File: config.mk
export PLATFORM = sky130hd
export DESIGN_NAME = epoch_calendar_converter_top_flat
export DESIGN_NICKNAME = d
export VERILOG_FILES = /design/src/rtl/ecc_pkg.sv /design/src/rtl/ecc_req_if.sv /design/src/rtl/ecc_rsp_if.sv /design/src/rtl/ecc_csr_if.sv /design/src/rtl/ecc_cfg.sv /design/src/rtl/ecc_alu.sv /design/src/rtl/ecc_seq.sv /design/src/rtl/epoch_calendar_converter_top.sv /design/src/flat_wrapper.sv
export SDC_FILE = /design/constraint.sdc
export NUM_CORES = 1
export LEC_CHECK = 0
export BUFFER_PORTS_ARGS = -buffer_cell sky130_fd_sc_hd__buf_2
export CORE_ASPECT_RATIO = 0.75
export CORE_MARGIN = 2
export CORE_UTILIZATION = 40
export DETAILED_ROUTE_END_ITERATION = 7
export PLACE_DENSITY_LB_ADDON = 0.12
export SLEW_MARGIN = 0
export SYNTH_ARGS = -nofsm -noshare
export SYNTH_HDL_FRONTEND = slang
export SYNTH_HIERARCHICAL = 1
export SYNTH_SLANG_ARGS = --single-unit
export TNS_END_PERCENT = 5
File: constraint.sdc
create_clock -name clock -period 24.2 [get_ports clock]
set_clock_uncertainty 0.1 [all_clocks]
set_input_delay 3.63 -clock clock [delete_from_list [all_inputs] [get_ports clock]]
set_output_delay 3.63 -clock clock [all_outputs]
set_load 0.005 [all_outputs]
File: src/rtl/ecc_pkg.sv
// ----------------------------------------------------------------------------
// Epoch calendar converter package
// Shared types, constants and calendar helper functions.
// ----------------------------------------------------------------------------
package ecc_pkg;

   localparam logic [2:0] CMD_TO_UTC      = 3'd0;
   localparam logic [2:0] CMD_TO_LOCAL    = 3'd1;
   localparam logic [2:0] CMD_TO_RTC      = 3'd2;
   localparam logic [2:0] CMD_TO_SECS     = 3'd3;
   localparam logic [2:0] CMD_RTC_TO_SECS = 3'd4;

   localparam logic [1:0] REG_TZ_OFFSET  = 2'd0;
   localparam logic [1:0] REG_DAYLIGHT   = 2'd1;
   localparam logic [1:0] REG_RTC_OFFSET = 2'd2;

   localparam logic signed [10:0] TZ_MIN     = -11'sd720;
   localparam logic signed [10:0] TZ_MAX     = 11'sd840;
   localparam logic [16:0]        RTC_MAX    = 17'd86399;
   localparam logic [16:0]        RTC_RESET  = 17'd32400;
   localparam logic signed [17:0] DST_SECS   = 18'sd3600;

   localparam logic [11:0] YEAR_FIRST   = 12'd1970;
   localparam logic [11:0] YEAR_LAST    = 12'd2100;
   localparam logic [11:0] YEAR_CENTURY = 12'd2100;

   localparam logic [31:0] SECS_YEAR      = 32'd31536000;
   localparam logic [31:0] SECS_LEAP_YEAR = 32'd31622400;
   localparam logic [31:0] SECS_MONTH_31  = 32'd2678400;
   localparam logic [31:0] SECS_MONTH_30  = 32'd2592000;
   localparam logic [31:0] SECS_MONTH_29  = 32'd2505600;
   localparam logic [31:0] SECS_MONTH_28  = 32'd2419200;
   localparam logic [31:0] SECS_DAY       = 32'd86400;
   localparam logic [31:0] SECS_HOUR      = 32'd3600;
   localparam logic [31:0] SECS_MINUTE    = 32'd60;

   typedef enum logic [3:0] {
      ST_IDLE,
      ST_PREP,
      ST_OFFSET,
      ST_YEAR,
      ST_MONTH,
      ST_DAY,
      ST_HOUR,
      ST_MINUTE,
      ST_ADD_YEAR,
      ST_ADD_MONTH,
      ST_ADD_DAY,
      ST_ADD_HOUR,
      ST_ADD_MINUTE,
      ST_ADD_SECOND,
      ST_SUB_RTC,
      ST_DONE
   } state_type;

   typedef struct packed {
      logic signed [10:0] tz_offset_minutes;
      logic               daylight_saving;
      logic [16:0]        rtc_offset_seconds;
   } cfg_type;

   localparam cfg_type CFG_RESET = '{
      tz_offset_minutes:  11'sd0,
      daylight_saving:    1'b0,
      rtc_offset_seconds: RTC_RESET
   };

   typedef struct packed {
      logic        status;
      logic [31:0] epoch_out;
      logic [11:0] out_year;
      logic [3:0]  out_month;
      logic [4:0]  out_day;
      logic [4:0]  out_hour;
      logic [5:0]  out_minute;
      logic [5:0]  out_second;
   } result_type;

   // Only the century year 2100 breaks the four-year rule between 1970 and 2106.
   function automatic logic is_leap(input logic [11:0] y);
      return (y[1:0] == 2'b00) && (y != YEAR_CENTURY);
   endfunction

   function automatic logic [4:0] month_days(input logic [11:0] y, input logic [3:0] m);
      logic [4:0] n;
      case (m) inside
         4'd1, 4'd3, 4'd5, 4'd7, 4'd8, 4'd10, 4'd12: n = 5'd31;
         4'd4, 4'd6, 4'd9, 4'd11:                    n = 5'd30;
         4'd2:    n = is_leap(y) ? 5'd29 : 5'd28;
         default: n = 5'd0;
      endcase
      return n;
   endfunction

   function automatic logic [31:0] month_secs(input logic [11:0] y, input logic [3:0] m);
      logic [31:0] s;
      case (m) inside
         4'd1, 4'd3, 4'd5, 4'd7, 4'd8, 4'd10, 4'd12: s = SECS_MONTH_31;
         4'd4, 4'd6, 4'd9, 4'd11:                    s = SECS_MONTH_30;
         4'd2:    s = is_leap(y) ? SECS_MONTH_29 : SECS_MONTH_28;
         default: s = 32'd0;
      endcase
      return s;
   endfunction

   function automatic logic [31:0] year_secs(input logic [11:0] y);
      return is_leap(y) ? SECS_LEAP_YEAR : SECS_YEAR;
   endfunction

endpackage

File: src/rtl/ecc_req_if.sv
// ----------------------------------------------------------------------------
// Request channel
// Valid/ready channel carrying one conversion request word.
// ----------------------------------------------------------------------------
interface ecc_req_if;
   logic        valid;
   logic        ready;
   logic [2:0]  cmd;
   logic [31:0] epoch_in;
   logic [11:0] year;
   logic [3:0]  month;
   logic [4:0]  day;
   logic [4:0]  hour;
   logic [5:0]  minute;
   logic [5:0]  second;

   modport source (
      output valid, cmd, epoch_in, year, month, day, hour, minute, second,
      input  ready
   );
   modport sink (
      input  valid, cmd, epoch_in, year, month, day, hour, minute, second,
      output ready
   );
endinterface

File: src/rtl/ecc_rsp_if.sv
// ----------------------------------------------------------------------------
// Response channel
// Valid/ready channel carrying one conversion result word.
// ----------------------------------------------------------------------------
interface ecc_rsp_if;
   logic        valid;
   logic        ready;
   logic        status;
   logic [31:0] epoch_out;
   logic [11:0] out_year;
   logic [3:0]  out_month;
   logic [4:0]  out_day;
   logic [4:0]  out_hour;
   logic [5:0]  out_minute;
   logic [5:0]  out_second;

   modport source (
      output valid, status, epoch_out, out_year, out_month, out_day, out_hour,
             out_minute, out_second,
      input  ready
   );
   modport sink (
      input  valid, status, epoch_out, out_year, out_month, out_day, out_hour,
             out_minute, out_second,
      output ready
   );
endinterface

File: src/rtl/ecc_csr_if.sv
// ----------------------------------------------------------------------------
// Register write channel
// Valid/ready channel carrying a register index and write data.
// ----------------------------------------------------------------------------
interface ecc_csr_if;
   logic        valid;
   logic        ready;
   logic [1:0]  index;
   logic [16:0] data;

   modport source (output valid, index, data, input ready);
   modport sink   (input valid, index, data, output ready);
endinterface

File: src/rtl/ecc_cfg.sv
// ----------------------------------------------------------------------------
// Configuration registers
// Holds the timezone, daylight saving and hardware clock offsets.
// ----------------------------------------------------------------------------
module ecc_cfg (
   input  logic            clock,
   input  logic            reset,
   ecc_csr_if.sink         csr_chan,
   output ecc_pkg::cfg_type cfg
);

   ecc_pkg::cfg_type   cfg_ff;
   ecc_pkg::cfg_type   cfg_in;
   logic signed [10:0] tz_value;

   assign csr_chan.ready = 1'b1;
   assign cfg            = cfg_ff;

   always_comb begin
      cfg_in   = cfg_ff;
      tz_value = signed'(csr_chan.data[10:0]);
      if (csr_chan.valid && csr_chan.ready) begin
         unique case (csr_chan.index)
            ecc_pkg::REG_TZ_OFFSET: begin
               if (tz_value >= ecc_pkg::TZ_MIN && tz_value <= ecc_pkg::TZ_MAX) begin
                  cfg_in.tz_offset_minutes = tz_value;
               end
            end
            ecc_pkg::REG_DAYLIGHT: begin
               cfg_in.daylight_saving = csr_chan.data[0];
            end
            ecc_pkg::REG_RTC_OFFSET: begin
               if (csr_chan.data <= ecc_pkg::RTC_MAX) begin
                  cfg_in.rtc_offset_seconds = csr_chan.data;
               end
            end
            default: begin
            end
         endcase
      end
   end

   always_ff @(posedge clock) begin
      if (reset) begin
         cfg_ff <= ecc_pkg::CFG_RESET;
      end else begin
         cfg_ff <= cfg_in;
      end
   end

endmodule

File: src/rtl/ecc_alu.sv
// ----------------------------------------------------------------------------
// Shared adder
// One 32-bit add or subtract with carry or borrow out, used by every step.
// ----------------------------------------------------------------------------
module ecc_alu (
   input  logic [31:0] acc,
   input  logic [31:0] operand,
   input  logic        subtract,
   output logic [31:0] result,
   output logic        carry
);

   logic [32:0] sum;

   always_comb begin
      if (subtract) begin
         sum = {1'b0, acc} - {1'b0, operand};
      end else begin
         sum = {1'b0, acc} + {1'b0, operand};
      end
   end

   assign result = sum[31:0];
   assign carry  = sum[32];

endmodule

File: src/rtl/ecc_seq.sv
// ----------------------------------------------------------------------------
// Conversion sequencer
// Steps the shared adder through the year, month, day, hour and minute loops
// in either direction and assembles the result word.
// ----------------------------------------------------------------------------
module ecc_seq (
   input  logic                clock,
   input  logic                reset,
   ecc_req_if.sink             req_chan,
   input  ecc_pkg::cfg_type    cfg,
   output logic                done,
   output ecc_pkg::result_type result,
   input  logic                take
);

   ecc_pkg::state_type state_ff, state_in;
   logic [2:0]  cmd_ff, cmd_in;
   logic [31:0] acc_ff, acc_in;
   logic [11:0] year_ff, year_in;
   logic [3:0]  month_ff, month_in;
   logic [2:0]  step_ff, step_in;
   logic [5:0]  quot_ff, quot_in;
   logic [4:0]  day_ff, day_in;
   logic [4:0]  hour_ff, hour_in;
   logic [5:0]  minute_ff, minute_in;
   logic        fail_ff, fail_in;
   logic [16:0] off_ff, off_in;
   logic        off_neg_ff, off_neg_in;
   logic [11:0] in_year_ff, in_year_in;
   logic [3:0]  in_month_ff, in_month_in;
   logic [4:0]  in_day_ff, in_day_in;
   logic [4:0]  in_hour_ff, in_hour_in;
   logic [5:0]  in_minute_ff, in_minute_in;
   logic [5:0]  in_second_ff, in_second_in;

   logic [31:0]        operand;
   logic               subtract;
   logic [31:0]        alu_result;
   logic               carry;
   logic [5:0]         quot_next;
   logic [4:0]         day_index;
   logic               cal_ok;
   logic signed [17:0] tz_ext;
   logic signed [17:0] local_secs;
   logic [17:0]        local_mag;

   ecc_alu u_alu (
      .acc      (acc_ff),
      .operand  (operand),
      .subtract (subtract),
      .result   (alu_result),
      .carry    (carry)
   );

   assign req_chan.ready = (state_ff == ecc_pkg::ST_IDLE);
   assign done           = (state_ff == ecc_pkg::ST_DONE);
   assign day_index      = in_day_ff - 5'd1;

   always_comb begin
      tz_ext     = 18'(cfg.tz_offset_minutes);
      local_secs = (tz_ext <<< 6) - (tz_ext <<< 2)
                   + (cfg.daylight_saving ? ecc_pkg::DST_SECS : 18'sd0);
      local_mag  = local_secs[17] ? 18'(-local_secs) : 18'(local_secs);
   end

   always_comb begin
      cal_ok = (in_year_ff >= ecc_pkg::YEAR_FIRST) && (in_year_ff <= ecc_pkg::YEAR_LAST)
               && (in_month_ff >= 4'd1) && (in_month_ff <= 4'd12)
               && (in_day_ff >= 5'd1)
               && (in_day_ff <= ecc_pkg::month_days(in_year_ff, in_month_ff))
               && (in_hour_ff <= 5'd23) && (in_minute_ff <= 6'd59)
               && (in_second_ff <= 6'd59);
   end

   always_comb begin
      operand  = 32'd0;
      subtract = 1'b0;
      unique case (state_ff)
         ecc_pkg::ST_OFFSET: begin
            operand  = {15'd0, off_ff};
            subtract = off_neg_ff;
         end
         ecc_pkg::ST_YEAR: begin
            operand  = ecc_pkg::year_secs(year_ff);
            subtract = 1'b1;
         end
         ecc_pkg::ST_MONTH: begin
            operand  = ecc_pkg::month_secs(year_ff, month_ff);
            subtract = 1'b1;
         end
         ecc_pkg::ST_DAY: begin
            operand  = ecc_pkg::SECS_DAY << step_ff;
            subtract = 1'b1;
         end
         ecc_pkg::ST_HOUR: begin
            operand  = ecc_pkg::SECS_HOUR << step_ff;
            subtract = 1'b1;
         end
         ecc_pkg::ST_MINUTE: begin
            operand  = ecc_pkg::SECS_MINUTE << step_ff;
            subtract = 1'b1;
         end
         ecc_pkg::ST_ADD_YEAR:   operand = ecc_pkg::year_secs(year_ff);
         ecc_pkg::ST_ADD_MONTH:  operand = ecc_pkg::month_secs(in_year_ff, month_ff);
         ecc_pkg::ST_ADD_DAY:    operand = ecc_pkg::SECS_DAY << step_ff;
         ecc_pkg::ST_ADD_HOUR:   operand = ecc_pkg::SECS_HOUR << step_ff;
         ecc_pkg::ST_ADD_MINUTE: operand = ecc_pkg::SECS_MINUTE << step_ff;
         ecc_pkg::ST_ADD_SECOND: operand = {26'd0, in_second_ff};
         ecc_pkg::ST_SUB_RTC: begin
            operand  = {15'd0, cfg.rtc_offset_seconds};
            subtract = 1'b1;
         end
         default: begin
         end
      endcase
   end

   always_comb begin
      quot_next = quot_ff;
      if (!carry) begin
         quot_next[step_ff] = 1'b1;
      end
   end

   always_comb begin
      state_in     = state_ff;
      cmd_in       = cmd_ff;
      acc_in       = acc_ff;
      year_in      = year_ff;
      month_in     = month_ff;
      step_in      = step_ff;
      quot_in      = quot_ff;
      day_in       = day_ff;
      hour_in      = hour_ff;
      minute_in    = minute_ff;
      fail_in      = fail_ff;
      off_in       = off_ff;
      off_neg_in   = off_neg_ff;
      in_year_in   = in_year_ff;
      in_month_in  = in_month_ff;
      in_day_in    = in_day_ff;
      in_hour_in   = in_hour_ff;
      in_minute_in = in_minute_ff;
      in_second_in = in_second_ff;

      unique case (state_ff)
         ecc_pkg::ST_IDLE: begin
            if (req_chan.valid) begin
               cmd_in       = req_chan.cmd;
               acc_in       = req_chan.epoch_in;
               in_year_in   = req_chan.year;
               in_month_in  = req_chan.month;
               in_day_in    = req_chan.day;
               in_hour_in   = req_chan.hour;
               in_minute_in = req_chan.minute;
               in_second_in = req_chan.second;
               fail_in      = 1'b0;
               state_in     = ecc_pkg::ST_PREP;
            end
         end
         ecc_pkg::ST_PREP: begin
            year_in = ecc_pkg::YEAR_FIRST;
            unique case (cmd_ff) inside
               ecc_pkg::CMD_TO_UTC: begin
                  state_in = ecc_pkg::ST_YEAR;
               end
               ecc_pkg::CMD_TO_LOCAL: begin
                  off_in     = local_mag[16:0];
                  off_neg_in = local_secs[17];
                  state_in   = ecc_pkg::ST_OFFSET;
               end
               ecc_pkg::CMD_TO_RTC: begin
                  off_in     = cfg.rtc_offset_seconds;
                  off_neg_in = 1'b0;
                  state_in   = ecc_pkg::ST_OFFSET;
               end
               ecc_pkg::CMD_TO_SECS, ecc_pkg::CMD_RTC_TO_SECS: begin
                  acc_in = 32'd0;
                  if (cal_ok) begin
                     state_in = ecc_pkg::ST_ADD_YEAR;
                  end else begin
                     fail_in  = 1'b1;
                     state_in = ecc_pkg::ST_DONE;
                  end
               end
               default: begin
                  fail_in  = 1'b1;
                  state_in = ecc_pkg::ST_DONE;
               end
            endcase
         end
         ecc_pkg::ST_OFFSET: begin
            if (carry) begin
               fail_in  = 1'b1;
               state_in = ecc_pkg::ST_DONE;
            end else begin
               acc_in   = alu_result;
               state_in = ecc_pkg::ST_YEAR;
            end
         end
         ecc_pkg::ST_YEAR: begin
            if (!carry) begin
               acc_in  = alu_result;
               year_in = year_ff + 12'd1;
            end else begin
               month_in = 4'd1;
               state_in = ecc_pkg::ST_MONTH;
            end
         end
         ecc_pkg::ST_MONTH: begin
            if (month_ff != 4'd12 && !carry) begin
               acc_in   = alu_result;
               month_in = month_ff + 4'd1;
            end else begin
               step_in  = 3'd4;
               quot_in  = 6'd0;
               state_in = ecc_pkg::ST_DAY;
            end
         end
         ecc_pkg::ST_DAY: begin
            if (!carry) begin
               acc_in = alu_result;
            end
            quot_in = quot_next;
            if (step_ff == 3'd0) begin
               day_in   = quot_next[4:0] + 5'd1;
               quot_in  = 6'd0;
               step_in  = 3'd4;
               state_in = ecc_pkg::ST_HOUR;
            end else begin
               step_in = step_ff - 3'd1;
            end
         end
         ecc_pkg::ST_HOUR: begin
            if (!carry) begin
               acc_in = alu_result;
            end
            quot_in = quot_next;
            if (step_ff == 3'd0) begin
               hour_in  = quot_next[4:0];
               quot_in  = 6'd0;
               step_in  = 3'd5;
               state_in = ecc_pkg::ST_MINUTE;
            end else begin
               step_in = step_ff - 3'd1;
            end
         end
         ecc_pkg::ST_MINUTE: begin
            if (!carry) begin
               acc_in = alu_result;
            end
            quot_in = quot_next;
            if (step_ff == 3'd0) begin
               minute_in = quot_next;
               state_in  = ecc_pkg::ST_DONE;
            end else begin
               step_in = step_ff - 3'd1;
            end
         end
         ecc_pkg::ST_ADD_YEAR: begin
            if (year_ff != in_year_ff) begin
               acc_in  = alu_result;
               year_in = year_ff + 12'd1;
            end else begin
               month_in = 4'd1;
               state_in = ecc_pkg::ST_ADD_MONTH;
            end
         end
         ecc_pkg::ST_ADD_MONTH: begin
            if (month_ff != in_month_ff) begin
               acc_in   = alu_result;
               month_in = month_ff + 4'd1;
            end else begin
               step_in  = 3'd4;
               state_in = ecc_pkg::ST_ADD_DAY;
            end
         end
         ecc_pkg::ST_ADD_DAY: begin
            if (day_index[step_ff]) begin
               acc_in = alu_result;
            end
            if (step_ff == 3'd0) begin
               step_in  = 3'd4;
               state_in = ecc_pkg::ST_ADD_HOUR;
            end else begin
               step_in = step_ff - 3'd1;
            end
         end
         ecc_pkg::ST_ADD_HOUR: begin
            if (in_hour_ff[step_ff]) begin
               acc_in = alu_result;
            end
            if (step_ff == 3'd0) begin
               step_in  = 3'd5;
               state_in = ecc_pkg::ST_ADD_MINUTE;
            end else begin
               step_in = step_ff - 3'd1;
            end
         end
         ecc_pkg::ST_ADD_MINUTE: begin
            if (in_minute_ff[step_ff]) begin
               acc_in = alu_result;
            end
            if (step_ff == 3'd0) begin
               state_in = ecc_pkg::ST_ADD_SECOND;
            end else begin
               step_in = step_ff - 3'd1;
            end
         end
         ecc_pkg::ST_ADD_SECOND: begin
            acc_in = alu_result;
            if (cmd_ff == ecc_pkg::CMD_RTC_TO_SECS) begin
               state_in = ecc_pkg::ST_SUB_RTC;
            end else begin
               state_in = ecc_pkg::ST_DONE;
            end
         end
         ecc_pkg::ST_SUB_RTC: begin
            if (carry) begin
               fail_in = 1'b1;
            end else begin
               acc_in = alu_result;
            end
            state_in = ecc_pkg::ST_DONE;
         end
         ecc_pkg::ST_DONE: begin
            if (take) begin
               state_in = ecc_pkg::ST_IDLE;
            end
         end
         default: begin
            state_in = ecc_pkg::ST_IDLE;
         end
      endcase
   end

   always_comb begin
      result = '0;
      if (fail_ff) begin
         result.status = 1'b1;
      end else if (cmd_ff < ecc_pkg::CMD_TO_SECS) begin
         result.out_year   = year_ff;
         result.out_month  = month_ff;
         result.out_day    = day_ff;
         result.out_hour   = hour_ff;
         result.out_minute = minute_ff;
         result.out_second = acc_ff[5:0];
      end else begin
         result.epoch_out = acc_ff;
      end
   end

   always_ff @(posedge clock) begin
      if (reset) begin
         state_ff <= ecc_pkg::ST_IDLE;
         fail_ff  <= 1'b0;
      end else begin
         state_ff <= state_in;
         fail_ff  <= fail_in;
      end
   end

   always_ff @(posedge clock) begin
      cmd_ff       <= cmd_in;
      acc_ff       <= acc_in;
      year_ff      <= year_in;
      month_ff     <= month_in;
      step_ff      <= step_in;
      quot_ff      <= quot_in;
      day_ff       <= day_in;
      hour_ff      <= hour_in;
      minute_ff    <= minute_in;
      off_ff       <= off_in;
      off_neg_ff   <= off_neg_in;
      in_year_ff   <= in_year_in;
      in_month_ff  <= in_month_in;
      in_day_ff    <= in_day_in;
      in_hour_ff   <= in_hour_in;
      in_minute_ff <= in_minute_in;
      in_second_ff <= in_second_in;
   end

endmodule

File: src/rtl/epoch_calendar_converter_top.sv
// ----------------------------------------------------------------------------
// Epoch calendar converter
// Converts between Unix seconds and Gregorian calendar fields with local and
// hardware clock offsets.
//
//   Channel    Direction  Carries
//   req_chan   in         command, Unix seconds, calendar fields
//   rsp_chan   out        status, Unix seconds, calendar fields
//   csr_chan   in         register index, write data
//
// A request rejected at once finishes early; the longest ones are set by the
// year loop, which steps the shared adder once per year from 1970.
// The block takes one request at a time; a result waiting in the output
// register does not stop the next request from being taken.
// Synchronous reset restores the register defaults and empties the pipeline.
// ----------------------------------------------------------------------------
module epoch_calendar_converter_top (
   input  logic      clock,
   input  logic      reset,
   ecc_req_if.sink   req_chan,
   ecc_rsp_if.source rsp_chan,
   ecc_csr_if.sink   csr_chan
);

   ecc_pkg::cfg_type    cfg;
   ecc_pkg::result_type eng_result;
   ecc_pkg::result_type result_ff, result_in;
   logic                eng_done;
   logic                take;
   logic                rsp_valid_ff, rsp_valid_in;

   ecc_cfg u_cfg (
      .clock    (clock),
      .reset    (reset),
      .csr_chan (csr_chan),
      .cfg      (cfg)
   );

   ecc_seq u_seq (
      .clock    (clock),
      .reset    (reset),
      .req_chan (req_chan),
      .cfg      (cfg),
      .done     (eng_done),
      .result   (eng_result),
      .take     (take)
   );

   assign take = eng_done && (!rsp_valid_ff || rsp_chan.ready);

   always_comb begin
      rsp_valid_in = rsp_valid_ff;
      result_in    = result_ff;
      if (take) begin
         rsp_valid_in = 1'b1;
         result_in    = eng_result;
      end else if (rsp_chan.ready) begin
         rsp_valid_in = 1'b0;
      end
   end

   always_ff @(posedge clock) begin
      if (reset) begin
         rsp_valid_ff <= 1'b0;
      end else begin
         rsp_valid_ff <= rsp_valid_in;
      end
   end

   always_ff @(posedge clock) begin
      result_ff <= result_in;
   end

   assign rsp_chan.valid      = rsp_valid_ff;
   assign rsp_chan.status     = result_ff.status;
   assign rsp_chan.epoch_out  = result_ff.epoch_out;
   assign rsp_chan.out_year   = result_ff.out_year;
   assign rsp_chan.out_month  = result_ff.out_month;
   assign rsp_chan.out_day    = result_ff.out_day;
   assign rsp_chan.out_hour   = result_ff.out_hour;
   assign rsp_chan.out_minute = result_ff.out_minute;
   assign rsp_chan.out_second = result_ff.out_second;

   // The sequencer is not ready in the cycle after it takes a word.
   a_busy_after_accept: assert property (@(posedge clock) disable iff (reset)
      req_chan.valid && req_chan.ready |=> !req_chan.ready)
      else $error("request taken again straight after a request");

   // A failed word carries nothing but its status.
   a_fail_clears_fields: assert property (@(posedge clock) disable iff (reset)
      rsp_chan.valid && rsp_chan.status |->
         rsp_chan.epoch_out == 32'd0 && rsp_chan.out_year == 12'd0
         && rsp_chan.out_month == 4'd0 && rsp_chan.out_day == 5'd0)
      else $error("failed response word carries non-zero fields");

   // A successful calendar word has legal month, day, hour, minute and second.
   a_calendar_legal: assert property (@(posedge clock) disable iff (reset)
      rsp_chan.valid && !rsp_chan.status && rsp_chan.out_year != 12'd0 |->
         rsp_chan.out_month >= 4'd1 && rsp_chan.out_month <= 4'd12
         && rsp_chan.out_day >= 5'd1 && rsp_chan.out_hour <= 5'd23
         && rsp_chan.out_minute <= 6'd59 && rsp_chan.out_second <= 6'd59)
      else $error("calendar response word out of range");

endmodule
File: src/flat_wrapper.sv
// flat-port wrapper written by rule: the top's interface ports become plain ports
module epoch_calendar_converter_top_flat 
  (clock, reset, req_chan_valid, req_chan_cmd, req_chan_epoch_in, req_chan_year, req_chan_month, req_chan_day, req_chan_hour, req_chan_minute, req_chan_second, req_chan_ready, rsp_chan_valid, rsp_chan_status, rsp_chan_epoch_out, rsp_chan_out_year, rsp_chan_out_month, rsp_chan_out_day, rsp_chan_out_hour, rsp_chan_out_minute, rsp_chan_out_second, rsp_chan_ready, csr_chan_valid, csr_chan_index, csr_chan_data, csr_chan_ready);
  ecc_req_if req_chan_i ();
  ecc_rsp_if rsp_chan_i ();
  ecc_csr_if csr_chan_i ();
  input  logic clock;
  input  logic reset;
  input wire logic [$bits(req_chan_i.valid)-1:0] req_chan_valid;
  input wire logic [$bits(req_chan_i.cmd)-1:0] req_chan_cmd;
  input wire logic [$bits(req_chan_i.epoch_in)-1:0] req_chan_epoch_in;
  input wire logic [$bits(req_chan_i.year)-1:0] req_chan_year;
  input wire logic [$bits(req_chan_i.month)-1:0] req_chan_month;
  input wire logic [$bits(req_chan_i.day)-1:0] req_chan_day;
  input wire logic [$bits(req_chan_i.hour)-1:0] req_chan_hour;
  input wire logic [$bits(req_chan_i.minute)-1:0] req_chan_minute;
  input wire logic [$bits(req_chan_i.second)-1:0] req_chan_second;
  output wire logic [$bits(req_chan_i.ready)-1:0] req_chan_ready;
  output wire logic [$bits(rsp_chan_i.valid)-1:0] rsp_chan_valid;
  output wire logic [$bits(rsp_chan_i.status)-1:0] rsp_chan_status;
  output wire logic [$bits(rsp_chan_i.epoch_out)-1:0] rsp_chan_epoch_out;
  output wire logic [$bits(rsp_chan_i.out_year)-1:0] rsp_chan_out_year;
  output wire logic [$bits(rsp_chan_i.out_month)-1:0] rsp_chan_out_month;
  output wire logic [$bits(rsp_chan_i.out_day)-1:0] rsp_chan_out_day;
  output wire logic [$bits(rsp_chan_i.out_hour)-1:0] rsp_chan_out_hour;
  output wire logic [$bits(rsp_chan_i.out_minute)-1:0] rsp_chan_out_minute;
  output wire logic [$bits(rsp_chan_i.out_second)-1:0] rsp_chan_out_second;
  input wire logic [$bits(rsp_chan_i.ready)-1:0] rsp_chan_ready;
  input wire logic [$bits(csr_chan_i.valid)-1:0] csr_chan_valid;
  input wire logic [$bits(csr_chan_i.index)-1:0] csr_chan_index;
  input wire logic [$bits(csr_chan_i.data)-1:0] csr_chan_data;
  output wire logic [$bits(csr_chan_i.ready)-1:0] csr_chan_ready;
  assign req_chan_i.valid = req_chan_valid;
  assign req_chan_i.cmd = req_chan_cmd;
  assign req_chan_i.epoch_in = req_chan_epoch_in;
  assign req_chan_i.year = req_chan_year;
  assign req_chan_i.month = req_chan_month;
  assign req_chan_i.day = req_chan_day;
  assign req_chan_i.hour = req_chan_hour;
  assign req_chan_i.minute = req_chan_minute;
  assign req_chan_i.second = req_chan_second;
  assign req_chan_ready = req_chan_i.ready;
  assign rsp_chan_valid = rsp_chan_i.valid;
  assign rsp_chan_status = rsp_chan_i.status;
  assign rsp_chan_epoch_out = rsp_chan_i.epoch_out;
  assign rsp_chan_out_year = rsp_chan_i.out_year;
  assign rsp_chan_out_month = rsp_chan_i.out_month;
  assign rsp_chan_out_day = rsp_chan_i.out_day;
  assign rsp_chan_out_hour = rsp_chan_i.out_hour;
  assign rsp_chan_out_minute = rsp_chan_i.out_minute;
  assign rsp_chan_out_second = rsp_chan_i.out_second;
  assign rsp_chan_i.ready = rsp_chan_ready;
  assign csr_chan_i.valid = csr_chan_valid;
  assign csr_chan_i.index = csr_chan_index;
  assign csr_chan_i.data = csr_chan_data;
  assign csr_chan_ready = csr_chan_i.ready;
  epoch_calendar_converter_top u_core (.clock(clock), .reset(reset), .req_chan(req_chan_i), .rsp_chan(rsp_chan_i), .csr_chan(csr_chan_i));
endmodule
Word-level counts from Yosys, hierarchy flattened
Index checks and enable logic that the tools add are counted.
{"block": "classes", "n_bitwise": 2, "shift": 3, "addsub": 10, "magnitude_cmp": 15, "mux": 81, "n_reduce_logical": 63, "n_eq_ne": 75, "mul": 0, "div_mod_pow": 0}
{"cell": "$mux W32", "n": 11}
{"cell": "$pmux W32 S10", "n": 1}
{"cell": "$pmux W32 S9", "n": 1}
{"cell": "$mux W22", "n": 4}
{"cell": "$eq A4 B4 Y1 const B", "n": 18}
{"cell": "$mux W4", "n": 17}
{"cell": "$pmux W4 S16", "n": 1}
{"cell": "$mux W18", "n": 3}
{"cell": "$eq A4 B3 Y1 const B", "n": 12}
{"cell": "$ne A2 B2 Y1 const B", "n": 22}
{"cell": "$mux W12", "n": 3}
{"cell": "$pmux W12 S3", "n": 1}
{"cell": "$pmux W17 S2", "n": 1}
{"cell": "$add A32 B32 Y33", "n": 1}
{"cell": "$mux W33", "n": 1}
{"cell": "$sub A32 B32 Y33", "n": 1}
{"cell": "$shl A12 B3 Y32 const A", "n": 1}
{"cell": "$shl A17 B3 Y32 const A", "n": 1}
{"cell": "$shl A6 B3 Y32 const A", "n": 1}
{"cell": "$eq A4 B2 Y1 const B", "n": 6}
{"cell": "$ne A12 B12 Y1 const B", "n": 2}
{"cell": "$reduce_or A2 Y1", "n": 10}
{"cell": "$add A18 B13 Y18", "n": 1}
{"cell": "$mux W3", "n": 6}
{"cell": "other kinds (67)", "n": 123}
{"block": "word_totals", "latchBits": 0, "reg_bits": 238, "ramBits": 0, "romBits": 0, "n_memories": 0, "in_bits": 97}

Longest topological paths before layout
Gate-level depths: netlist of run 1.
{"block": "depth", "depth_word": 14, "depth_mapped": 34, "mapped_depth_nobuf": 31}

Hierarchy
The synthesis of run 1 kept the hierarchy.
{"mod": "ecc_seq", "cells_each": 955, "area_per_inst_um2": 9258.9, "seq_area_each_um2": 4063.9, "instances": 1}
{"mod": "ecc_alu", "cells_each": 352, "area_per_inst_um2": 2431.1, "seq_area_each_um2": 0.0, "instances": 1}
{"mod": "epoch_calendar_converter_top", "cells_each": 76, "area_per_inst_um2": 2187.1, "seq_area_each_um2": 2152.1, "instances": 1}
{"mod": "ecc_cfg", "cells_each": 141, "area_per_inst_um2": 1273.7, "seq_area_each_um2": 580.6, "instances": 1}

Least setup slack after synthesis of run 1
Ideal clock, no wire load.
{"block": "synth_path", "path_kind": "flip-flop to flip-flop", "from": "register u_core.u_seq.year_ff[3]", "to": "register u_core.u_seq.acc_ff[0], enable pin", "arrival_time_ns": 7.252, "period_less_slack_ns": 7.784, "setup_time_ns": 0.432, "stages_incl_launch_ff": 30, "setup_slack_ns": 16.416, "path_cell_list": "edfxtp_1 -> or4b_2 -> o31a_1 -> nand2_1 -> o21ai_0 -> a221o_1 -> a221o_1 -> or3_1 -> nor3_2 -> nand4b_1 -> nor2_1 -> nand2_1 -> nor2_1 -> nor2_1 -> xnor2_1 -> ha_1 -> clkbuf_1 -> a21o_1 -> a21oi_1 -> o221ai_1 -> a21o_1 -> a41oi_2 -> o221ai_1 -> a21oi_1 -> xor2_1 -> clkbuf_1 -> a31o_2 -> a22oi_1 -> nand4_1 -> a21oi_1"}
{"block": "synth_between", "elab_chain_cells": 13, "elab_cells_between_ends": 18}
{"element": "start, declared", "line_no": "ecc_seq.sv:19", "source": "logic [11:0] year_ff, year_in;"}
{"element": "start signal, assigned", "line_no": "ecc_seq.sv:366", "source": "year_ff <= year_in;"}
{"element": "$ne A12 B12 Y1 *", "line_no": "ecc_pkg.sv:81", "source": "return (y[1:0] == 2'b00) && (y != YEAR_CENTURY);"}
{"element": "$logic_and A1 B1 Y1 *", "line_no": "ecc_pkg.sv:81"}
{"element": "$mux W18", "line_no": "ecc_pkg.sv:100", "source": "4'd2: s = is_leap(y) ? SECS_MONTH_29 : SECS_MONTH_28;"}
{"element": "$mux W22", "line_no": "ecc_pkg.sv:97", "source": "case (m) inside"}
{"element": "$mux W32 (2 in series)", "line_no": "ecc_pkg.sv:97"}
{"element": "$pmux W32 S9 *", "line_no": "ecc_seq.sv:78", "source": "unique case (state_ff)"}
{"element": "via u_core.u_seq.operand[15]", "line_no": "ecc_seq.sv:36", "source": "logic [31:0] operand;"}
{"element": "$add A32 B32 Y33 or $sub A32 B32 Y33 (tied branches)", "line_no": "ecc_alu.sv:19, ecc_alu.sv:17"}
{"element": "$mux W33 *", "line_no": "ecc_alu.sv:16", "source": "if (subtract) begin"}
{"element": "via u_core.u_seq.carry", "line_no": "ecc_seq.sv:39", "source": "logic carry;"}
{"element": "$logic_not A1 Y1"}
{"element": "$logic_and A1 B1 Y1", "line_no": "ecc_seq.sv:211", "source": "if (month_ff != 4'd12 && !carry) begin"}
{"element": "$ne A2 B2 Y1 (no source line)"}
{"element": "$reduce_and A10 Y1 (no source line) *"}
{"element": "end signal, assigned", "line_no": "ecc_seq.sv:365", "source": "acc_ff <= acc_in;"}
{"element": "end, declared", "line_no": "ecc_seq.sv:18", "source": "logic [31:0] acc_ff, acc_in;"}
Mark *: on every way through the listed nets, which the timed path passes. The rest lies on a longest branch.
A chain may end at the register's enable or synchronous reset.

Final worst setup path of run 1
{"block": "layout_path", "from": "register u_core.u_seq.state_ff[3]", "to": "register u_core.u_seq.acc_ff[31], enable pin"}
{"block": "layout_between", "elab_chain_cells": 9, "elab_cells_between_ends": 39}
{"element": "start, declared", "line_no": "ecc_seq.sv:16", "source": "ecc_pkg::state_type state_ff, state_in;"}
{"element": "start signal, assigned", "line_no": "ecc_seq.sv:355", "source": "state_ff <= ecc_pkg::ST_IDLE;"}
{"element": "start signal, assigned", "line_no": "ecc_seq.sv:358", "source": "state_ff <= state_in;"}
{"element": "$eq A4 B4 Y1, or another cell as far along", "line_no": "ecc_seq.sv:78"}
{"element": "$reduce_or A2 Y1 (no source line)"}
{"element": "$pmux W32 S9 *", "line_no": "ecc_seq.sv:78"}
{"element": "via u_core.u_seq.operand[10]", "line_no": "ecc_seq.sv:36"}
{"element": "$add A32 B32 Y33 or $sub A32 B32 Y33 (tied branches)", "line_no": "ecc_alu.sv:19, ecc_alu.sv:17"}
{"element": "$mux W33 *", "line_no": "ecc_alu.sv:16"}
{"element": "via u_core.u_seq.carry", "line_no": "ecc_seq.sv:39"}
{"element": "$logic_not A1 Y1"}
{"element": "$logic_and A1 B1 Y1", "line_no": "ecc_seq.sv:211"}
{"element": "$ne A2 B2 Y1 (no source line)"}
{"element": "$reduce_and A10 Y1 (no source line) *"}
Marks and branches as above.

==> flow_summary_export.csv, run 1 <==
group,metric,value,unit
sta,fin_crit,8340,ps
final_layout,final_layout_size_suffix_gt1_frac,0.163,
clocking,cts.path.max_buffers,3,
routing,wirelength,41200,um
sta,rsz0062_at_grt,"false",
routing,met2_length,17700,um
place,placed_cell_area,0.0165,mm2
sta,timing.final.crit_share,0.344,
setup_path,cp_max_fo,32,
sta,worst_pin_slew,1230,ps
sta,setup_viol,0,
die,die_x,229,um
final_layout,instances_no_fill,2199,
final_layout,fill_cells,3585,
setup_path,critPathArrivalTime,8410,ps
die,initial_core_util,0.408,
sta,max_freq,120,MHz
clocking,path_clk_slew,60,ps
clocking,numCtsBuffers,27,
synth,synth_area,0.0152,mm2
global_routing,grt_pass1_wl,65700,um
place,dp.cells,2151,
sta,drv_slew,0,
die,dieArea,0.0395,mm2
global_routing,antenna_found_initial,1,
setup_path,critPathLaunchType,"flop",
synth,ys_seq_area_frac,0.449,
routing,drtIter0Drc,1165,
sta,worst_hold_slack,360,ps
clocking,clock_sinks,238,
setup_path,critPathMaxStageDelay,860,ps
synth,synth.top_cell.area_share,0.402,
job,cap_viol_max_count,0,
global_routing,grt_use_total,0.206,
setup_path,slowest_stage,"a21oi_4",
die,io_pins,171,
routing,vias_per_cell,5.50,
routing,route.met3.wl,2780,um
synth,ys.flop_type,"edfxtp_1",
final_layout,seqCellArea,0.00680,mm2
clocking,cts_tree,"done",
power_and_ir_drop,p_total,2.95,mW
routing,vias,12105,
clocking,post_cts_resized,0,
synth,synth_top_cell_by_area,"edfxtp_1",
setup_path,crit_path_end_kind,"flop",
routing,dr.pass1.iters,6,
die,placementRows,61,
final_layout,postLayoutCellArea,0.0173,mm2
global_routing,grt_overflow_total,0,
setup_path,criticalPathCategory,"flop to flop",
clocking,htreeDepth,1,
die,coreArea,0.0372,mm2
power_and_ir_drop,p_leak,6.56,nW
synth,synth_cells,1524,
global_routing,grt_max_degree,73,
synth,syn_avg_cell_area,9.94,um2
die,die_y,173,um
run_status,status,"complete, no violations",
setup_path,cp.required,24280,ps
synth,async_flop_share,0,
sta,hold_viol_final,0,
final_layout,area_growth,14.1,%
power_and_ir_drop,power_density,171,mW/mm2
synth,synth.cells.most_frequent,"203 x edfxtp_1, 123 x nand2_1, 118 x nor2_1, 102 x a21oi_1, 79 x and2_1",
place,gp_congestion,0.940,
worst_hold_path,hp-class,"flop to flop",
place,hpwlAfterDp,30700,um
sta,max_slew_margin,0.178,
routing,wl_met1,20100,um
final_layout,final_nets,1846,
clocking,post_cts_buffers,0,
routing,highest_layer,"met4",
routing,ant_nets,0,
synth,synth_cell_types,113,
synth,yosys_warnings,6,
final_layout,multi_input_area,0.00781,mm2
synth,synth-edff-count,203,
routing,post-route-drc-count,0,
synth,ys_seq_elements,238,
clocking,cts_hold_buf,0,
place,portBuffers,169,
clocking,cts_root_buffer,"clkbuf_16",
routing,wire_per_inst,18.8,um
synth,yosysMostFrequentCell,"edfxtp_1",
synth,yosys-top-cells-area,"edfxtp_1 40%, ha_1 5.6%, dfxtp_1 4.6%, xnor2_1 4.1%, a21oi_1 3.4%",
sta,setup_tns,0,ps
global_routing,grt_pass1_vias,11658,
clocking,clock_latency,570,ps
power_and_ir_drop,vdd_ir_drop_max,0.125,mV
==> flip-flops by register name, indices dropped and copies added, names as in the netlist, 12 cells and up <==
name and flops:
u_core/rsp_chan.epoch_out 32, u_core/u_seq/acc_ff 32, u_core/u_cfg/cfg 29, u_core/u_seq/off_ff 17, u_core/rsp_chan.out_year 12, u_core/u_seq/in_year_ff 12
u_core/u_seq/year_ff 12
==> metrics by stage <==
stage	utilization	setup WS (ps)
final	0.465	15860
after global routing	0.465	15200
after CTS	0.465	15930
after detailed placement	0.443	16000
after global placement	0.443	16220
after floorplan	-	16420
==> placed cells by master (no fill, tap or decap), types with 35 or more instances in the layout <==
cell / count
a21oi_1: 101
and2_1: 78
buf_2: 169
dfxtp_1: 35
edfxtp_1: 203
ha_1: 68
inv_1: 65
nand2_1: 123
nand3_1: 54
nor2_1: 117
o21ai_0: 77
xnor2_1: 71
xor2_1: 42
==> worst max-delay path: cells and delay by family, from the launching register on <==
kind / cells / cell delay (ps)
AOI/OAI and AO/OA: 14 / 3860
xor gates and xnor gates: 2 / 290
adders and majority gates: 1 / 360
buffers and inverters: 2 / 620
DFF: 1 / 770
and+or+nand+nor: 9 / 1870
==> worst paths after layout <==
kind / start / endpoint / slack [ps] / cells past startpoint
hold reg to reg: u_core/u_cfg/cfg[21] / u_core/u_cfg/cfg[21] / 360 / 2
setup reg to reg: u_core/u_seq/state_ff[3] / u_core/u_seq/acc_ff[31] / 15860 / 28
setup / recovery: u_core/u_seq/state_ff[3] / u_core/u_seq/acc_ff[31] / 15860 / 28
hold / removal: u_core/u_cfg/cfg[21] / u_core/u_cfg/cfg[21] / 360 / 2
==> layout make-up <==
class,count,area share
sequential,238,0.393
antenna,1,0.000145
clock inverter,14,0.00659
clock buffer,33,0.0404
tap,504,0.0365
timing repair buffer,188,0.0572
inverter,67,0.0145
multi-input combinational,1154,0.452
==> report_power, final <==
part / internal (mW) / switching (mW)
logic: 0.760 / 1.13
clock network: 0.216 / 0.170
registers: 0.609 / 0.0656
total: 1.59 / 1.37
==> layer usage <==
| layer | track usage | vias to the layer above |
|---|---|---|
| met4 | 0.0438 | 0 |
| met5 | 0 | - |
| met3 | 0.0383 | 46 |
| li1 | - | 5916 |
| met2 | 0.311 | 406 |
| met1 | 0.308 | 5737 |
==> logic make-up after synthesis <==
| logic type | synth area share |
|---|---|
| compound gates | 0.186 |
| xor+xnor | 0.0664 |
| fa+ha+maj | 0.0628 |
| buf+inv | 0.0429 |
| flops | 0.449 |
| mux | 0.0170 |
| other cells | 0.000496 |
| simple gates | 0.175 |
No activity file was read; power rests on OpenSTA's default activity.
==> run 2, diff against run 1 <==
- ABC_AREA: unset -> 1
- clock period: 24.2 -> 7.9 ns (I/O delays scaled with it)
==> run 2 against run 1 <==
Critical endpoint is now u_core/u_seq/acc_ff[30]. Cell count increased by 35%. Sequential cell count unchanged. Non-clock buffer count decreased by 11. Global-route usage increased by 1.8 points. Routed wire length increased by 17%. Count of clock-buffer cells in the layout increased by 2. Maximum frequency increased by 26%. Critical path depth increased by 5. Area after synthesis increased by 9.2%. Final area increased by 9.2%.
==> flow_summary_export.csv, run 2 <==
group,metric,value,unit
synth,synth_area,0.0165,mm2
worst_hold_path,hp-class,"flop to flop",
routing,post-route-drc-count,0,
synth,synth_top_cell_by_area,"edfxtp_1",
clocking,clock_sinks,238,
clocking,cts_root_buffer,"clkbuf_16",
clocking,htreeDepth,1,
sta,setup_tns,0,ps
sta,worst_pin_slew,1180,ps
setup_path,cpMostUsedCell,"nand2_1",
die,placementRows,64,
routing,ant_nets,0,
final_layout,final_common_cell,"nand2_1",
clocking,cts_tree,"done",
setup_path,critPathLaunchType,"flop",
final_layout,final_nets,2590,
synth,synth.cells.most_frequent,"603 x nand2_1, 399 x inv_1, 276 x nor2_1, 203 x edfxtp_1, 128 x nand3_1",
routing,wirelength,48200,um
setup_path,r2r-end,"u_core/u_seq/acc_ff[30]",
synth,async_flop_share,0,
setup_path,critPathMaxStageDelay,500,ps
die,die_y,180,um
synth,yosys_warnings,6,
setup_path,cp.required,8000,ps
final_layout,final_layout_size_suffix_gt1_frac,0.130,
routing,vias,14885,
die,coreArea,0.0408,mm2
global_routing,grt_overflow_total,0,
setup_path,rr_worst_depth,33,
setup_path,critPathArrivalTime,6720,ps
sta,fin_crit,6620,ps
die,die_x,239,um
place,gp_congestion,0.957,
global_routing,grt_pass1_vias,14085,
setup_path,endpoint,"u_core/u_seq/acc_ff[30]",
synth,synth_cells,2240,
job,cap_viol_max_count,0,
setup_path,cp_max_fo,32,
synth,ys_seq_area_frac,0.411,
final_layout,area_growth,14.1,%
routing,dr.pass1.iters,5,
setup_path,rrSetupSlack,1280,ps
place,portBuffers,169,
setup_path,criticalPathCategory,"flop to flop",
sta,timing.final.crit_share,0.838,
clocking,post_cts_buffers,0,
routing,vias_per_cell,5.01,
die,dieArea,0.0430,mm2
clocking,cts_hold_buf,0,
clocking,numCtsBuffers,27,
die,io_pins,171,
final_layout,final_cell_mix,"603 x nand2_1, 399 x inv_1, 274 x nor2_1, 203 x edfxtp_1, 169 x buf_2",
run_status,status,"complete, no violations",
routing,wire_per_inst,16.2,um
synth,synth-edff-count,203,
synth,ys.flop_type,"edfxtp_1",
clocking,clock_latency,570,ps
sta,max_freq,151,MHz
sta,setup_viol,0,
routing,drtIter0Drc,1045,
setup_path,slowest_stage,"nor3_4",
clocking,path_clk_slew,60,ps
synth,syn_avg_cell_area,7.39,um2
global_routing,antenna_found_initial,0,
place,hpwlAfterDp,38300,um
setup_path,cp-startpoint,"u_core/u_seq/month_ff[0]",
final_layout,insertedDiodeCount,0,
synth,yosysMostFrequentCell,"nand2_1",
clocking,cts.path.max_buffers,3,
setup_path,r2r_start,"u_core/u_seq/month_ff[0]",
synth,synth.top_cell.area_share,0.368,
synth,ys_seq_elements,238,
sta,hold_viol_final,0,
sta,rsz0062_at_grt,"false",
synth,synth_cell_types,59,
global_routing,grt_use_total,0.224,
global_routing,grt_max_degree,60,
setup_path,crit_path_end_kind,"flop",
clocking,post_cts_resized,0,
global_routing,grt_pass1_wl,76800,um
sta,drv_slew,0,
sta,max_slew_margin,0.209,
die,initial_core_util,0.406,
synth,yosys-top-cells-area,"edfxtp_1 37%, nand2_1 14%, inv_1 9.1%, nor2_1 6.3%, ha_1 5.1%",
## run 2: changes by cell type after synthesis, sizes merged, moves of 17 or more
cell    previous run  this run
nand2            123       628
inv               66       420
nor2             118       299
and2              82         1
nand3             54       134
xnor2             72        18
clkbuf            59        17
nand4             17        51
a22o              34         1
a21oi            107        76
mux2i             19         0
a21o              19         2
## run 2: layout make-up
class / count / area [um2]
Clock inverter: 15 / 173
Timing Repair Buffer: 177 / 906
Inverter: 422 / 1580
Sequential cell: 238 / 6800
Multi-Input combinational cell: 1554 / 8030
Clock buffer: 35 / 727
Tap cell: 528 / 661
Fill cell: 4152 / 21900
## run 2: critical path, delay by kind of cell (launching register included)
| family | cells | cell delay [ps] |
|---|---|---|
| XOR/XNOR | 1 | 300 |
| flip-flops | 1 | 450 |
| AND/OR/NAND/NOR | 16 | 2500 |
| buffers and inverters | 8 | 1220 |
| AO/OA/AOI/OAI | 6 | 1020 |
| adder cells (fa/ha/maj) | 2 | 590 |
## run 2: routing by layer
| metal | up-vias | part of all wire | track usage |
|---|---|---|---|
| li1 | 7543 | - | - |
| met1 | 6832 | 0.50 | 0.342 |
| met2 | 461 | 0.42 | 0.336 |
| met3 | 49 | 0.069 | 0.0343 |
| met4 | 0 | 0.018 | 0.0430 |
| met5 | - | 0 | 0 |
## run 2: through the flow
stage          utilization  instance area, um2  worst slack [ps]  hold slack, ps  instances
6_report             0.463               18900              1280             361       2969
5_1_grt              0.463               18900               758             376       2969
4_1_cts              0.463               18900              1420             369       2969
3_5_place_dp         0.441               18000              1470             353       2919
3_3_place_gp         0.441               18000              1390             344       2919
2_1_floorplan            -               16600              1160             329       2257
## run 2: how the worst min path moves through the flow
| stage | depth (start not counted) | endpoint | from | slack (ps) |
|---|---|---|---|---|
| CTS | 0 | u_core/rsp_chan.status | u_core/u_seq/fail_ff | 370 |
| global placement | 0 | u_core/rsp_chan.status | u_core/u_seq/fail_ff | 340 |
| global route | 0 | u_core/rsp_chan.status | u_core/u_seq/fail_ff | 380 |
| finish | 0 | u_core/rsp_chan.status | u_core/u_seq/fail_ff | 360 |
| floorplan | 2 | u_core/u_cfg/cfg[13] | u_core/u_cfg/cfg[13] | 330 |
| detailed placement | 0 | u_core/rsp_chan.status | u_core/u_seq/fail_ff | 350 |
## run 2: cells by family after synthesis
| group | after synthesis | share of synthesized area |
|---|---|---|
| adder cells (fa/ha/maj) | 73 | 0.0575 |
| AND/OR/NAND/NOR | 1157 | 0.300 |
| AO/OA/AOI/OAI | 238 | 0.0851 |
| other | 2 | 0.000454 |
| buffers and inverters | 465 | 0.110 |
| XOR/XNOR | 67 | 0.0355 |
| flip-flops | 238 | 0.411 |
Power of run 2 is left out: the tool's default activity adds up to more than one toggle a clock period on the data nets, which glitch-free logic cannot reach.
